<file path="config.mk">
export PLATFORM = sky130hd
export DESIGN_NAME = vfr_back
export DESIGN_NICKNAME = d
export VERILOG_FILES = /design/src/rtl/vfr_pkg.sv /design/src/rtl/vfr_back.sv
export SDC_FILE = /design/constraint.sdc
export NUM_CORES = 1
export LEC_CHECK = 0
export ABC_AREA = 1
export BUFFER_PORTS_ARGS = -buffer_cell sky130_fd_sc_hd__buf_4
export CORE_ASPECT_RATIO = 0.7
export CORE_MARGIN = 8
export CORE_UTILIZATION = 40
export DETAILED_ROUTE_END_ITERATION = 10
export GPL_TIMING_DRIVEN = 0
export MAX_ROUTING_LAYER = met4
export PLACE_DENSITY = 0.75
export REMOVE_ABC_BUFFERS = 1
export SLEW_MARGIN = 15
export SYNTH_ARGS = -nofsm -noshare
export SYNTH_HDL_FRONTEND = slang
export SYNTH_SLANG_ARGS = --single-unit
</file>
<file path="constraint.sdc">
create_clock -name clk -period 12.45 [get_ports clk]
set_clock_uncertainty 0.15 [all_clocks]
set_input_delay 1.245 -clock clk [delete_from_list [all_inputs] [get_ports clk]]
set_output_delay 1.245 -clock clk [all_outputs]
set_load 0.02 [all_outputs]
</file>
<file path="src/rtl/vfr_pkg.sv">
// ----------------------------------------------------------------------------
// VSWR unit package
// Widths, status codes and the word types passed along the divider cells.
// ----------------------------------------------------------------------------
package vfr_pkg;

	localparam int SAMPLE_BITS = 12;
	localparam int LEVEL_W     = 12;
	localparam int Q_FRAC      = 16;
	localparam int GAMMA_W     = SAMPLE_BITS + Q_FRAC;
	localparam int VSWR_W      = 31;
	localparam int STATUS_W    = 2;

	// divider geometry: one quotient bit per cell
	localparam int DSR_W       = Q_FRAC;
	localparam int ACC_W       = 2 * Q_FRAC + 1;
	localparam int GAMMA_STEPS = GAMMA_W;
	localparam int VSWR_STEPS  = ACC_W;
	localparam int NUM_CELLS   = GAMMA_STEPS + VSWR_STEPS;

	localparam int S_TDATA_W   = ((2 * SAMPLE_BITS + 7) / 8) * 8;
	localparam int M_TDATA_W   = ((GAMMA_W + VSWR_W + 7) / 8) * 8;
	localparam int M_PAD_W     = M_TDATA_W - GAMMA_W - VSWR_W;

	localparam logic [LEVEL_W-1:0] LEVEL_RESET = LEVEL_W'(100);
	localparam logic [GAMMA_W-1:0] GAMMA_ONE   = GAMMA_W'(1) << Q_FRAC;
	localparam logic [GAMMA_W-1:0] GAMMA_MAX   = '1;
	localparam logic [VSWR_W-1:0]  VSWR_MAX    = '1;

	typedef enum logic [STATUS_W-1:0] {
		ST_VALID     = 2'd0,
		ST_REJECT    = 2'd1,
		ST_FWD_ZERO  = 2'd2,
		ST_GAMMA_ONE = 2'd3
	} status_t;

	// partial remainder, dividend/quotient shift word, divisor
	typedef struct packed {
		logic [DSR_W-1:0] rem;
		logic [ACC_W-1:0] acc;
		logic [DSR_W-1:0] dsr;
	} div_t;

	typedef struct packed {
		status_t            status;
		logic               out_mode;
		logic [GAMMA_W-1:0] gamma;
	} tag_t;

	typedef struct packed {
		logic valid;
		div_t d;
		tag_t tag;
	} stage_t;

endpackage

</file>
<file path="src/rtl/vfr_back.sv">
// ----------------------------------------------------------------------------
// VSWR unit output stage
// Picks result fields by status, saturates VSWR, holds the output word.
// ----------------------------------------------------------------------------
module vfr_back
	import vfr_pkg::*;
(
	input  logic                 clk,
	input  logic                 arst_n,
	input  stage_t               up,
	output logic                 up_ready,
	output logic                 out_valid,
	input  logic                 out_ready,
	output logic [GAMMA_W-1:0]   gamma_q16,
	output logic [VSWR_W-1:0]    vswr_q16,
	output logic [STATUS_W-1:0]  status
);

	logic                valid_q;
	logic [GAMMA_W-1:0]  gamma_q;
	logic [VSWR_W-1:0]   vswr_q;
	status_t             status_q;
	logic [GAMMA_W-1:0]  gamma_n;
	logic [VSWR_W-1:0]   vswr_n;
	logic [VSWR_W-1:0]   vswr_sat;

	assign up_ready = !valid_q || out_ready;

	assign vswr_sat = (up.d.acc[ACC_W-1:VSWR_W] != '0) ? VSWR_MAX : up.d.acc[VSWR_W-1:0];

	always_comb begin
		case (up.tag.status)
			ST_VALID: begin
				gamma_n = up.tag.gamma;
				vswr_n  = up.tag.out_mode ? vswr_sat : '0;
			end
			ST_REJECT: begin
				gamma_n = '0;
				vswr_n  = '0;
			end
			ST_FWD_ZERO: begin
				gamma_n = GAMMA_MAX;
				vswr_n  = up.tag.out_mode ? VSWR_MAX : '0;
			end
			ST_GAMMA_ONE: begin
				gamma_n = GAMMA_ONE;
				vswr_n  = VSWR_MAX;
			end
			default: begin
				gamma_n = '0;
				vswr_n  = '0;
			end
		endcase
	end

	always_ff @(posedge clk or negedge arst_n) begin
		if (!arst_n) begin
			valid_q <= 1'b0;
		end else if (up_ready) begin
			valid_q <= up.valid;
		end
	end

	always_ff @(posedge clk) begin
		if (up.valid && up_ready) begin
			gamma_q  <= gamma_n;
			vswr_q   <= vswr_n;
			status_q <= up.tag.status;
		end
	end

	assign out_valid = valid_q;
	assign gamma_q16 = gamma_q;
	assign vswr_q16  = vswr_q;
	assign status    = status_q;

endmodule

</file>
==> impl_metrics.tcl <==
set metrics [dict create \
    post_cts_buffers 0 \
    drive_above_1_share 0.378 \
    port_buffers 130 \
    synthCells 269 \
    grt_pass1_vias 2202 \
    synth.avg_cell_area_sq_um 10.1 \
    hold_path_class "flip-flop to flip-flop" \
    syn_to_final_growth_pct 46.1 \
    setup_viol 0 \
    antenna_cells 0 \
    endpoint "up_ready" \
    power_leakage_nw 1.89 \
    antenna_found_initial 0 \
    cts_root_buf "clkbuf_8" \
    crit_path_start "out_ready" \
    critPathBufInv 3 \
    arrival_ns 1.68 \
    max_slew_margin 0.247 \
    yosysMostFrequentCell "nand2_1" \
    status "completed" \
    cts_buffer_depth 2 \
    hold_buffers 0 \
    wirelength_um 6870 \
    cp_slowest_cell "buf_4" \
    power.density_mw_per_mm2 134 \
    ys.warnings.count 0 \
    die_height_um 85.1 \
    initial_core_util 0.409 \
    yosysTopAreaCellShare 0.672 \
    grt-ovfl-total 0 \
    viasPerCell 4.33 \
    timing.rr.end "gamma_q16[6]" \
    max_freq_mhz 325 \
    final.period_utilization 0.247 \
    grt_pass1_wl_um 11000 \
    yosysTopAreaCell "edfxtp_1" \
    dp.final_hpwl_um 5020 \
    crit_family "buffers and inverters" \
    post_dp_cell_area_sq_mm 0.00376 \
    cts.sinks 62 \
    finalInstanceArea_sq_mm 0.00399 \
    worstSetupStartpointType "input pin" \
    synth_ff_type "edfxtp_1" \
    min_period_ns 3.08 \
    ys_seq_area_frac 0.681 \
    cp.depth 4 \
    yosys-top-cells-area "edfxtp_1, nand2_1, nor2_1, inv_1, buf_6" \
    synth_seq_cells 62 \
    setup_tns_ns 0 \
    slew_violations 0 \
    rsz0062_at_grt "false" \
    drt_first_pass_iters 4 \
    dieArea_sq_mm 0.00976 \
    coreArea_sq_mm 0.00666 \
    cts_resized 0 \
    worstPathMaxFanout 2 \
    yosysUniqueCellTypes 13 \
    worst_setup_path_end_kind "output port" \
    path_class "input pin to output port" \
    ff2ff_setup_slack_ns 10.73 \
    rows 25 \
    htreeDepth 3 \
    clk-insertion-delay-late_ns 0.33 \
    reg2regPathDepth 2 \
    place_congestion 0.712 \
    synth_edf_count 61 \
    clk_pin_slew_ns 0.07 \
    cp_common_cell "buf_4" \
    numCtsBuffers 9 \
    drcViolationCount 0 \
    r2r-start "out_valid" \
    ir_drop_uv 62.5 \
    ant_nets 0 \
    cp.required_ns 11.06 \
    grt_max_degree 32 \
    synthArstFlopShare 0.0161 \
    ios 163 \
    ys_top_cells_by_count "nand2_1, edfxtp_1, nor2_1" \
    crit_chain "buf_4, inv_1, nand2_1, buf_4" \
    max_stage_delay_ns 0.16 \
    detail_route.wl_per_cell_um 13.8 \
    synth_area_sq_mm 0.00273 \
    dr_total_vias 2146 \
    grtUsageTotal 0.150 \
    cts_tree "yes" \
    fin_nets 497 \
    drtIter0Drc 90 \
    hold_viol 0 \
    cap_viol_max_count 0 \
    die_x_um 115 \
    worst_slew_pin_slew_ns 1.13 \
]
worst reg2reg max path, stage by stage (launching register included):
cell and delay [ns]:
dfrtp_1 0.42, a21oi_4 0.58, buf_16 0.26
worst min path at each step:
stage	endpoint	slack (ns)	cells past startpoint	from
6_report	out_valid	0.45	2	out_valid
4_1_cts	out_valid	0.46	2	out_valid
3_3_place_gp	out_valid	0.36	2	out_valid
5_1_grt	out_valid	0.49	1	arst_n
2_1_floorplan	out_valid	0.62	2	out_valid
3_5_place_dp	out_valid	0.45	2	out_valid
kinds of logic (layout without fill, tap and decap cells):
| kind of cell | after synthesis | in the layout | share of synthesized area |
|---|---|---|---|
| and+or+nand+nor | 154 | 154 | 0.216 |
| DFF | 62 | 62 | 0.681 |
| buffers and inverters | 51 | 184 | 0.0959 |
| AOI/OAI and AO/OA | 2 | 2 | 0.00780 |
layout make-up:
cell class / count / area, sq um
sequential: 62 / 1860
tap: 94 / 118
fill: 585 / 2680
clock buffer: 12 / 155
timing repair buffer: 132 / 1030
multi-input combinational: 156 / 621
inverter: 36 / 135
clock inverter: 4 / 70.1
sequential cells by signal, indices dropped and copies added (netlist names):
signal	flops
gamma_q16	28
status	2
vswr_q16	31
out_valid	1
cells in the final DEF, fill, tap and decap left out, drive strengths merged:
cell type,netlist,layout
dfrtp,1,1
clkbuf,0,12
nand2,98,98
bufinv,0,2
buf,15,132
inv,36,36
clkinv,0,2
edfxtp,61,61
a21oi,1,1
nor2,56,56
o21ai,1,1
per-stage QoR:
step                      utilization  total power, mW  setup slack (ns)  instances  hold WS (ns)
final                           0.598            0.532              9.37        496         0.454
after global routing            0.598            0.557              9.36        496         0.492
after CTS                       0.598            0.541              9.37        496         0.464
after detailed placement        0.565            0.340              9.37        480         0.449
after global placement          0.555            0.336              6.28        478         0.358
after floorplan                     -            0.292              7.55        254         0.618
layer usage:
layer | track usage | share of wire | up-vias
met5 | - | 0 | -
met4 | 0.0570 | 0.016 | 0
met3 | 0.0539 | 0.069 | 9
met2 | 0.241 | 0.49 | 80
met1 | 0.169 | 0.42 | 976
li1 | - | - | 1081
where the power goes:
part | switching, mW | internal (mW) | total, mW
clock network | 0.0754 | 0.123 | 0.198
registers | 0.00390 | 0.246 | 0.250
logic | 0.0460 | 0.0376 | 0.0836
(Power assumes the default switching activity.)
