### src/rtl/vfr_pkg.sv
// ----------------------------------------------------------------------------
// VSWR unit package
// Widths, status codes and the word types passed along the divider cells.
// ----------------------------------------------------------------------------
package vfr_pkg;

	localparam int SAMPLE_BITS = 12;
	localparam int LEVEL_W     = 12;
	localparam int Q_FRAC      = 16;
	localparam int GAMMA_W     = SAMPLE_BITS + Q_FRAC;
	localparam int VSWR_W      = 31;
	localparam int STATUS_W    = 2;

	// divider geometry: one quotient bit per cell
	localparam int DSR_W       = Q_FRAC;
	localparam int ACC_W       = 2 * Q_FRAC + 1;
	localparam int GAMMA_STEPS = GAMMA_W;
	localparam int VSWR_STEPS  = ACC_W;
	localparam int NUM_CELLS   = GAMMA_STEPS + VSWR_STEPS;

	localparam int S_TDATA_W   = ((2 * SAMPLE_BITS + 7) / 8) * 8;
	localparam int M_TDATA_W   = ((GAMMA_W + VSWR_W + 7) / 8) * 8;
	localparam int M_PAD_W     = M_TDATA_W - GAMMA_W - VSWR_W;

	localparam logic [LEVEL_W-1:0] LEVEL_RESET = LEVEL_W'(100);
	localparam logic [GAMMA_W-1:0] GAMMA_ONE   = GAMMA_W'(1) << Q_FRAC;
	localparam logic [GAMMA_W-1:0] GAMMA_MAX   = '1;
	localparam logic [VSWR_W-1:0]  VSWR_MAX    = '1;

	typedef enum logic [STATUS_W-1:0] {
		ST_VALID     = 2'd0,
		ST_REJECT    = 2'd1,
		ST_FWD_ZERO  = 2'd2,
		ST_GAMMA_ONE = 2'd3
	} status_t;

	// partial remainder, dividend/quotient shift word, divisor
	typedef struct packed {
		logic [DSR_W-1:0] rem;
		logic [ACC_W-1:0] acc;
		logic [DSR_W-1:0] dsr;
	} div_t;

	typedef struct packed {
		status_t            status;
		logic               out_mode;
		logic [GAMMA_W-1:0] gamma;
	} tag_t;

	typedef struct packed {
		logic valid;
		div_t d;
		tag_t tag;
	} stage_t;

endpackage

### src/rtl/vfr_cell.sv
// ----------------------------------------------------------------------------
// VSWR unit divider cell
// One restoring division step with its own word register and handshake.
// ----------------------------------------------------------------------------
module vfr_cell
	import vfr_pkg::*;
(
	input  logic   clk,
	input  logic   arst_n,
	input  stage_t up,
	output logic   up_ready,
	output stage_t dn,
	input  logic   dn_ready
);

	logic             valid_q;
	div_t             d_q;
	tag_t             tag_q;
	logic [DSR_W:0]   trial;
	logic [DSR_W:0]   dsr_ext;
	logic [DSR_W:0]   diff;
	logic             ge;
	logic             load;

	assign up_ready = !valid_q || dn_ready;
	assign load     = up.valid && up_ready;

	// shift next dividend bit into the remainder, subtract if it fits
	assign trial   = {up.d.rem, up.d.acc[ACC_W-1]};
	assign dsr_ext = {1'b0, up.d.dsr};
	assign diff    = trial - dsr_ext;
	assign ge      = trial >= dsr_ext;

	always_ff @(posedge clk or negedge arst_n) begin
		if (!arst_n) begin
			valid_q <= 1'b0;
		end else if (up_ready) begin
			valid_q <= up.valid;
		end
	end

	always_ff @(posedge clk) begin
		if (load) begin
			d_q.rem <= ge ? diff[DSR_W-1:0] : trial[DSR_W-1:0];
			d_q.acc <= {up.d.acc[ACC_W-2:0], ge};
			d_q.dsr <= up.d.dsr;
			tag_q   <= up.tag;
		end
	end

	assign dn.valid = valid_q;
	assign dn.d     = d_q;
	assign dn.tag   = tag_q;

endmodule

### config.mk
export PLATFORM = sky130hd
export DESIGN_NAME = vfr_cell
export DESIGN_NICKNAME = d
export VERILOG_FILES = /design/src/rtl/vfr_pkg.sv /design/src/rtl/vfr_cell.sv
export SDC_FILE = /design/constraint.sdc
export NUM_CORES = 1
export LEC_CHECK = 0
export BUFFER_PORTS_ARGS = -buffer_cell sky130_fd_sc_hd__buf_2
export CAP_MARGIN = 20
export CORE_MARGIN = 4
export CORE_UTILIZATION = 46
export CTS_BUF_LIST = sky130_fd_sc_hd__clkbuf_8 sky130_fd_sc_hd__clkbuf_16
export CTS_CLUSTER_DIAMETER = 50
export DETAILED_ROUTE_END_ITERATION = 12
export PLACE_DENSITY = 0.8
export SETUP_SLACK_MARGIN = 0.3
export SYNTH_ARGS = -nofsm -noshare
export SYNTH_HDL_FRONTEND = slang
export SYNTH_SLANG_ARGS = --single-unit
### constraint.sdc
create_clock -name clk -period 3.7 [get_ports clk]
set_input_delay 0 -clock clk [delete_from_list [all_inputs] [get_ports clk]]
set_output_delay 0 -clock clk [all_outputs]
set_load 0.01 [all_outputs]
==> flow_summary.json <==
{
  "routed_wl_um": 12200,
  "grt_first_pass_wirelength_um": 18300,
  "skew_ns": 0.0136,
  "path_delay_family": "compound AO/OA/AOI/OAI gates",
  "vias": 3383,
  "maxSlewViolCount": 0,
  "arrival_ns": 3.04,
  "core_area_sq_um": 8720,
  "cts_tree": "yes",
  "multi_input_area_sq_um": 1070,
  "finalWorstSetupSlack_ns": 0.784,
  "fmax_mhz": 343,
  "place_hpwl_um": 7700,
  "seq_area_frac_synth_pct": 70.9,
  "synth.distinct_cells": 47,
  "ys_ff_latch": 97,
  "clk_pin_slew_ns": 0.10,
  "seqCellArea_sq_um": 2910,
  "total_power_mw": 2.51,
  "postCtsSetupBuffers": 0,
  "hold_buffers": 96,
  "postCtsResizedCells": 0,
  "crit_type": "primary input to flip-flop",
  "drt-vias-per-instance": 5.02,
  "postRouteAntennaNets": 0,
  "stdcell_area_sq_um": 6360,
  "layout-drive-gt1-share_pct": 41.9,
  "max-vdd-ir-drop_v": 0.000207,
  "path_buf_inv": 3,
  "slowest_delay_ns": 0.71,
  "post_drt_wl_per_cell_um": 18.1,
  "rsz0062_at_grt": "false",
  "synth_flop_cell": "edfxtp_1",
  "drc_errors": 0,
  "cp-end-kind": "flip-flop",
  "clkLatencyLatePin_ns": 0.37,
  "dpl-instance-area_sq_um": 5200,
  "worstPathMaxFanout": 15,
  "status": "complete, no violations",
  "syn-instance-count": 259,
  "endpoint": "dn[84]",
  "portBuffers": 197,
  "numClockSinks": 97,
  "fin_setup_tns_ns": 0,
  "timing.rr.end": "dn[77]",
  "pre_cts_slack_ns": 0.918,
  "die_area_sq_um": 10500,
  "numCtsBuffers": 9,
  "rrSetupSlack_ns": 1.88,
  "period_share_pct": 78.8,
  "yosysWarnings": 0,
  "syn-mean-instance-area_sq_um": 15.8,
  "maxCapViolCount": 0,
  "antenna_found_initial": 1,
  "gp_congestion": 0.859,
  "htreeDepth": 3,
  "syn-num-nets": 376,
  "critical_path.startpoint": "up[33]",
  "synth.area.top_cells": "edfxtp_1 (70%), ha_1 (4.9%), mux2_4 (2.2%)",
  "rows": 34,
  "grt_max_degree": 42,
  "grt_usage_pct": 23.2,
  "synth_edf_count": 96,
  "fp.dieH_um": 102,
  "nets": 677,
  "final_hold_viol_count": 0,
  "ff2ff_path_depth": 3,
  "io-pin-count": 198,
  "drt_pass1_iterations": 4,
  "area_growth_pct": 54.9,
  "die-width_um": 102,
  "hold_class": "primary input to flip-flop",
  "crit_chain": "dlygate4sd3_1 -> buf_2 -> inv_1 -> ha_1 -> o211ai_2 -> a21oi_2 -> o31a_1 -> o311ai_2 -> and2_1 -> mux2_2",
  "cts_root_buf": "clkbuf_8",
  "gr-total-overflow": 0,
  "period_minus_slack_ns": 2.92,
  "setup_viol": 0,
  "dr.first_iter.drc_count": 152,
  "cp.required_ns": 3.82,
  "relSlewSlack_pct": 45.2,
  "yosysTopAreaCell": "edfxtp_1",
  "async_flop_share_pct": 1.03,
  "cp_slowest_cell": "and2_1",
  "fillers": 543,
  "worst_slew_pin_slew_ns": 0.823,
  "start_kind": "primary input",
  "initial_core_util_pct": 47.1,
  "synth.top_cell.area_share_pct": 70.2,
  "final_cell_mix": "buf_2 (197), edfxtp_1 (96), dlygate4sd3_1 (96), inv_1 (21), ha_1 (16)",
  "syn-cell-area_sq_um": 4100,
  "path_depth": 10,
  "cts_buffer_depth": 2,
  "final_common_cell": "buf_2",
  "p_leak_nw": 2.78,
  "power_density_nw_per_um2": 395,
  "r2r-start": "valid_q",
  "first_global_vias": 3553
}
[worst register-to-register path, delay by kind of cell, from the launching register on]
kind,cells,cell delay [ns]
buffers and inverters,1,0.46
AND/OR/NAND/NOR,2,0.63
flip-flops,1,0.39
[per-stage QoR]
stage | hold WS [ns] | cells | utilization [%]
floorplan | -0.296 | 259 | -
global placement | -0.225 | 561 | 59.6
detailed placement | -0.222 | 561 | 59.6
CTS | 0.0155 | 673 | 72.9
global route | 0.0394 | 674 | 72.9
finish | 0.0169 | 674 | 72.9
[cell usage after synthesis (2+ instances only)]
cell type / count
a31oi_1: 2
mux2_4: 6
ha_1: 16
nor3_1: 3
a21o_1: 3
nor4_1: 2
nand2_1: 8
nand3_1: 2
mux2_2: 6
nand4_1: 3
buf_2: 2
inv_1: 21
o21bai_1: 2
nor2b_1: 3
nand2b_1: 4
mux2i_1: 2
nor2_1: 11
o21a_1: 5
o21ai_0: 8
and2_1: 2
edfxtp_1: 96
o31ai_1: 4
xor2_1: 5
a21o_2: 3
a21oi_1: 14
xnor2_1: 5
[where the power goes]
part	total [mW]	switching, mW	internal (mW)
Sequential	1.32	0.0199	1.30
Combinational	0.500	0.242	0.257
Clock	0.691	0.425	0.266
Total	2.51	0.687	1.82
[layer usage]
| layer | GRT usage (%) | vias up | part of all wire [%] |
|---|---|---|---|
| met3 | 6.69 | 31 | 7.7 |
| met4 | 9.28 | 0 | 3.0 |
| met5 | 0 | - | 0 |
| met1 | 24.0 | 1621 | 34 |
| met2 | 43.6 | 144 | 55 |
| li1 | - | 1587 | - |
[registers in the layout, indices dropped and copies added, names as in the netlist]
| register | cells |
|---|---|
| valid_q | 1 |
| dn | 96 |
[kinds of logic (layout without fill, tap and decap cells)]
kind of cell / after synthesis / in the layout / synth area share (%)
xor gates and xnor gates: 10 / 10 / 2.13
DFF: 97 / 97 / 70.9
muxes: 14 / 14 / 4.33
buffers and inverters: 27 / 333 / 3.23
adders and majority gates: 17 / 17 / 5.37
other: 0 / 1 / 0
and+or+nand+nor: 42 / 42 / 5.18
AOI/OAI and AO/OA: 52 / 52 / 8.90
[how the worst min path moves through the flow]
| stage | slack [ns] | start | depth (start not counted) | to |
|---|---|---|---|---|
| floorplan | -0.30 | arst_n | 0 | valid_q |
| global placement | -0.23 | arst_n | 1 | valid_q |
| detailed placement | -0.22 | arst_n | 1 | valid_q |
| CTS | 0.02 | up[79] | 3 | dn[80] |
| global route | 0.04 | up[79] | 3 | dn[80] |
| finish | 0.02 | up[79] | 3 | dn[80] |
[layout make-up]
class	count	area share [%]
sequential	97	45.7
inverter	21	1.24
antenna	1	0.0394
clock buffer	9	1.95
tap	108	2.13
clock inverter	7	1.14
multi-input combinational	135	16.8
timing repair buffer	296	31.0
Note: power is estimated with default switching activity, not from simulation.
