==> config.mk <==
export PLATFORM = sky130hd
export DESIGN_NAME = vfr_front
export DESIGN_NICKNAME = d
export VERILOG_FILES = /design/src/rtl/vfr_pkg.sv /design/src/rtl/vfr_front.sv
export SDC_FILE = /design/constraint.sdc
export NUM_CORES = 1
export LEC_CHECK = 0
export BUFFER_PORTS_ARGS = -buffer_cell sky130_fd_sc_hd__clkbuf_2
export CORE_UTILIZATION = 40
export DETAILED_ROUTE_END_ITERATION = 10
export HOLD_SLACK_MARGIN = 0.02
export PLACE_DENSITY_LB_ADDON = 0.2
export SETUP_SLACK_MARGIN = 0.4
export SYNTH_ARGS = -nofsm -noshare
export SYNTH_HDL_FRONTEND = slang
export SYNTH_SLANG_ARGS = --single-unit
==> constraint.sdc <==
create_clock -name clk -period 2.7 [get_ports clk]
set_clock_uncertainty 0.15 [all_clocks]
set_input_delay 0.135 -clock clk [delete_from_list [all_inputs] [get_ports clk]]
set_output_delay 0.135 -clock clk [all_outputs]
set_load 0.01 [all_outputs]
==> src/rtl/vfr_pkg.sv <==
// ----------------------------------------------------------------------------
// VSWR unit package
// Widths, status codes and the word types passed along the divider cells.
// ----------------------------------------------------------------------------
package vfr_pkg;

	localparam int SAMPLE_BITS = 12;
	localparam int LEVEL_W     = 12;
	localparam int Q_FRAC      = 16;
	localparam int GAMMA_W     = SAMPLE_BITS + Q_FRAC;
	localparam int VSWR_W      = 31;
	localparam int STATUS_W    = 2;

	// divider geometry: one quotient bit per cell
	localparam int DSR_W       = Q_FRAC;
	localparam int ACC_W       = 2 * Q_FRAC + 1;
	localparam int GAMMA_STEPS = GAMMA_W;
	localparam int VSWR_STEPS  = ACC_W;
	localparam int NUM_CELLS   = GAMMA_STEPS + VSWR_STEPS;

	localparam int S_TDATA_W   = ((2 * SAMPLE_BITS + 7) / 8) * 8;
	localparam int M_TDATA_W   = ((GAMMA_W + VSWR_W + 7) / 8) * 8;
	localparam int M_PAD_W     = M_TDATA_W - GAMMA_W - VSWR_W;

	localparam logic [LEVEL_W-1:0] LEVEL_RESET = LEVEL_W'(100);
	localparam logic [GAMMA_W-1:0] GAMMA_ONE   = GAMMA_W'(1) << Q_FRAC;
	localparam logic [GAMMA_W-1:0] GAMMA_MAX   = '1;
	localparam logic [VSWR_W-1:0]  VSWR_MAX    = '1;

	typedef enum logic [STATUS_W-1:0] {
		ST_VALID     = 2'd0,
		ST_REJECT    = 2'd1,
		ST_FWD_ZERO  = 2'd2,
		ST_GAMMA_ONE = 2'd3
	} status_t;

	// partial remainder, dividend/quotient shift word, divisor
	typedef struct packed {
		logic [DSR_W-1:0] rem;
		logic [ACC_W-1:0] acc;
		logic [DSR_W-1:0] dsr;
	} div_t;

	typedef struct packed {
		status_t            status;
		logic               out_mode;
		logic [GAMMA_W-1:0] gamma;
	} tag_t;

	typedef struct packed {
		logic valid;
		div_t d;
		tag_t tag;
	} stage_t;

endpackage

==> src/rtl/vfr_front.sv <==
// ----------------------------------------------------------------------------
// VSWR unit front stage
// Holds the level register, sorts out special cases, loads the gamma divider.
// ----------------------------------------------------------------------------
module vfr_front
	import vfr_pkg::*;
(
	input  logic                   clk,
	input  logic                   arst_n,
	input  logic                   cfg_we,
	input  logic [LEVEL_W-1:0]     cfg_wdata,
	input  logic                   in_valid,
	output logic                   in_ready,
	input  logic                   mode,
	input  logic                   sample_fresh,
	input  logic [SAMPLE_BITS-1:0] fwd_sample,
	input  logic [SAMPLE_BITS-1:0] refl_sample,
	output stage_t                 dn,
	input  logic                   dn_ready
);

	logic [LEVEL_W-1:0] min_level_q;
	logic               valid_q;
	div_t               d_q;
	tag_t               tag_q;
	status_t            status;
	logic               fwd_zero;

	assign in_ready = !valid_q || dn_ready;
	assign fwd_zero = (fwd_sample == '0);

	// gamma == 0 iff refl is zero, gamma == 1 iff refl equals fwd
	always_comb begin
		if (!sample_fresh) begin
			status = ST_REJECT;
		end else if (!mode) begin
			status = fwd_zero ? ST_FWD_ZERO : ST_VALID;
		end else if (refl_sample > fwd_sample || LEVEL_W'(fwd_sample) < min_level_q) begin
			status = ST_REJECT;
		end else if (fwd_zero) begin
			status = ST_FWD_ZERO;
		end else if (refl_sample == '0) begin
			status = ST_REJECT;
		end else if (refl_sample == fwd_sample) begin
			status = ST_GAMMA_ONE;
		end else begin
			status = ST_VALID;
		end
	end

	always_ff @(posedge clk or negedge arst_n) begin
		if (!arst_n) begin
			min_level_q <= LEVEL_RESET;
			valid_q     <= 1'b0;
		end else begin
			if (cfg_we) begin
				min_level_q <= cfg_wdata;
			end
			if (in_ready) begin
				valid_q <= in_valid;
			end
		end
	end

	always_ff @(posedge clk) begin
		if (in_valid && in_ready) begin
			d_q.rem          <= '0;
			d_q.acc          <= {refl_sample, {(ACC_W-SAMPLE_BITS){1'b0}}};
			d_q.dsr          <= {{(DSR_W-SAMPLE_BITS){1'b0}}, fwd_sample};
			tag_q.status     <= status;
			tag_q.out_mode   <= mode;
			tag_q.gamma      <= '0;
		end
	end

	assign dn.valid = valid_q;
	assign dn.d     = d_q;
	assign dn.tag   = tag_q;

endmodule

==> flow_metrics.tcl <==
set metrics [dict create \
    status "finished, final reports clean" \
    clock.fmax_ghz 0.4744 \
    fin_crit_ns 2.108 \
    maxCapViolations 0 \
    synth_area_mm2 0.002472 \
    clk_path_buf_depth 2 \
    arrival_ns 2.00 \
    antenna_cells 0 \
    combPwrFrac 0.220 \
    rrSetupSlack_ns 0.61 \
    drive_gt1_frac 0.2378 \
    rr_worst_depth 7 \
    nets 414 \
    routed_wl_mm 4.696 \
    port_buffers 71 \
    ctsHoldBuffers 40 \
    globalRouteOverflowTotal 0 \
    die_h_um 80.62 \
    drc 0 \
    synthCells 233 \
    synth_cell_type_count 31 \
    cts.htree.levels 2 \
    ant_nets 0 \
    grt_pass1_wl_mm 7.383 \
    crit_slowest_cell "dlygate4sd3_1" \
    fin_ws_ns 0.5920 \
    p_int_mw 1.015 \
    num_rows 28 \
    reg2reg_to "dn[30]" \
    clock_power_share 0.268 \
    end_kind "flop" \
    via_per_inst 4.205 \
    root_buffer "clkbuf_8" \
    ios 141 \
    rsz0062_at_grt "false" \
    detailedRoute.firstIterationViolations 35 \
    swShare 0.2728 \
    clock_latency_ns 0.29 \
    synth.area.top_cells "edfxtp_1 (33%), buf_4 (21%), ha_1 (12%), dfrtp_1 (10%), inv_1 (3.6%)" \
    final-setup-viol-count 0 \
    hold_viol_final 0 \
    p_switching_uw 380.5 \
    cts_resized 0 \
    p_per_area_mw_per_mm2 445.5 \
    synth_top_area_frac 0.3279 \
    cts_sinks 40 \
    synthFlopType "edfxtp_1" \
    post_cts_buffers 0 \
    antenna_found_initial 0 \
    hold_class "input pin to async pin" \
    numCtsBuffers 5 \
    grt_pass1_vias 1642 \
    die_w_um 80.62 \
    synth_edf_count 27 \
    synth_top_cell_by_area "edfxtp_1" \
    dr.pass1.iters 4 \
    dpl_worst_slack_ns 0.6088 \
    worst-path-buf-inv 3 \
    ir_drop_uv 222.3 \
    min_period_over_period 0.7808 \
    crit_fanout 4 \
    hpwl_mm 3.500 \
    yosysWarnings 0 \
    drv_slew 0 \
    synth.avg_cell_area_um2 10.61 \
    routedWlPerCell_um 11.08 \
    initial_core_util 0.4151 \
    critPathTopFamily "buffers and inverters" \
    yosysSeqAreaShare 0.4610 \
    area.growth.synth_to_final_pct 26.67 \
    die-area_mm2 0.006500 \
    crit_type "input pin to flop" \
    p_leak_nw 1.583 \
    clk_pin_slew_ns 0.07 \
    grtUsageTotal 0.1516 \
    cts_tree "done" \
    async_flop_share 0.3250 \
    cp_slowest_stage_delay_ns 0.54 \
    worstPathRequired_ns 2.59 \
    core_region_area_mm2 0.005956 \
    gp_congestion 0.7848 \
    tns_ns 0 \
    grt_max_degree 28 \
    cp-start-kind "input pin" \
    cp_cell_sequence "dlygate4sd3_1, clkbuf_2, inv_1, ha_1, a211o_1, a21oi_2, o211ai_1, o21ai_1, nand3_1" \
    ys_ff_latch 40 \
    worstReg2RegStart "min_level_q[2]" \
    seq_power_share 0.512 \
    nFillCells 582 \
    vias 1783 \
]
==> cell type report <==
type | instances | area, um^2 | area share
Clock buffer | 7 | 76.32 | 0.02437
Clock inverter | 1 | 3.754 | 0.001199
Inverter | 24 | 90.09 | 0.02877
Multi-Input combinational cell | 165 | 964.7 | 0.3080
Sequential cell | 40 | 1140 | 0.3640
Tap cell | 75 | 93.84 | 0.02996
Timing Repair Buffer | 112 | 763.2 | 0.2437
==> cell usage after synthesis, types with 4 or more instances <==
library cell,instances
buf_4,70
nor4_1,6
dfrtp_1,10
edfxtp_1,27
a21oi_1,5
nand4_1,4
ha_1,23
inv_1,24
nand2_1,14
o21ai_0,13
==> power groups by stage <==
stage	Combinational, mW	Clock (mW)	Sequential [mW]
global route	0.351	0.414	0.718
detailed placement	0.262	0	0.728
floorplan	0.225	0	0.739
global placement	0.257	0	0.727
finish	0.307	0.374	0.714
CTS	0.309	0.393	0.714
==> per-layer routing <==
metal / share of wire / global-route usage / routed length (um) / vias up
li1: - / - / - / 892
met5: 0 / 0 / 0 / -
met3: 0.062 / 0.03409 / 291 / 6
met4: 0.014 / 0.05536 / 65 / 0
met1: 0.42 / 0.1798 / 1975 / 806
met2: 0.50 / 0.2653 / 2363 / 79
==> worst reg2reg max path, cell delays in order (launching register included) <==
cell	delay (ns)
dfstp_2	0.51
inv_1	0.05
ha_1	0.28
a211o_1	0.29
a31oi_1	0.15
o31ai_1	0.08
a21o_1	0.19
and3_1	0.15
==> metrics by stage <==
step	std cells	area, um^2	power, mW	util	hold slack, ns
floorplan	301	2728	0.9638	-	-0.3106
global placement	376	2651	0.9836	0.4452	-0.1024
detailed placement	376	2651	0.9894	0.4452	-0.1018
CTS	424	3132	1.416	0.5258	0.1138
global route	424	3132	1.483	0.5258	0.1360
finish	424	3132	1.395	0.5258	0.1096
==> cell usage in the layout, fill, tap and decap left out, types with 3 or more instances in the layout <==
cell / synthesis / final
a211o_1: 3 / 3
a21oi_1: 5 / 5
clkbuf_2: 0 / 71
clkbuf_8: 0 / 5
conb_1: 1 / 69
dfrtp_1: 10 / 10
dfstp_2: 3 / 3
dlygate4sd3_1: 0 / 40
edfxtp_1: 27 / 27
ha_1: 23 / 23
inv_1: 24 / 24
nand2_1: 14 / 14
nand2b_1: 3 / 3
nand3_1: 3 / 3
nand4_1: 4 / 4
nor4_1: 6 / 6
o211ai_1: 3 / 3
o21ai_0: 13 / 13
==> sequential cells by signal (all words and copies together), names as in the netlist <==
name / cells
dn: 27
min_level_q: 12
valid_q: 1
==> logic make-up after synthesis <==
kind of cell	Yosys count	share of synthesized area
AO/OA/AOI/OAI	34	0.08603
adder cells (fa/ha/maj)	23	0.1164
buffers and inverters	96	0.2520
flip-flops	40	0.4610
multiplexers	1	0.004554
other	1	0.001517
AND/OR/NAND/NOR	38	0.07844
==> how the worst max path moves through the flow <==
| stage | start | end | slack, ns | cells past startpoint |
|---|---|---|---|---|
| after global routing | fwd_sample[7] | dn[29] | 0.42 | 9 |
| after CTS | min_level_q[2] | dn[30] | 0.60 | 7 |
| after floorplan | min_level_q[2] | dn[30] | 0.68 | 7 |
| final | fwd_sample[9] | dn[29] | 0.59 | 9 |
| after global placement | min_level_q[2] | dn[30] | 0.64 | 7 |
| after detailed placement | min_level_q[2] | dn[30] | 0.61 | 7 |
Note: power is estimated with default switching activity, not from simulation.
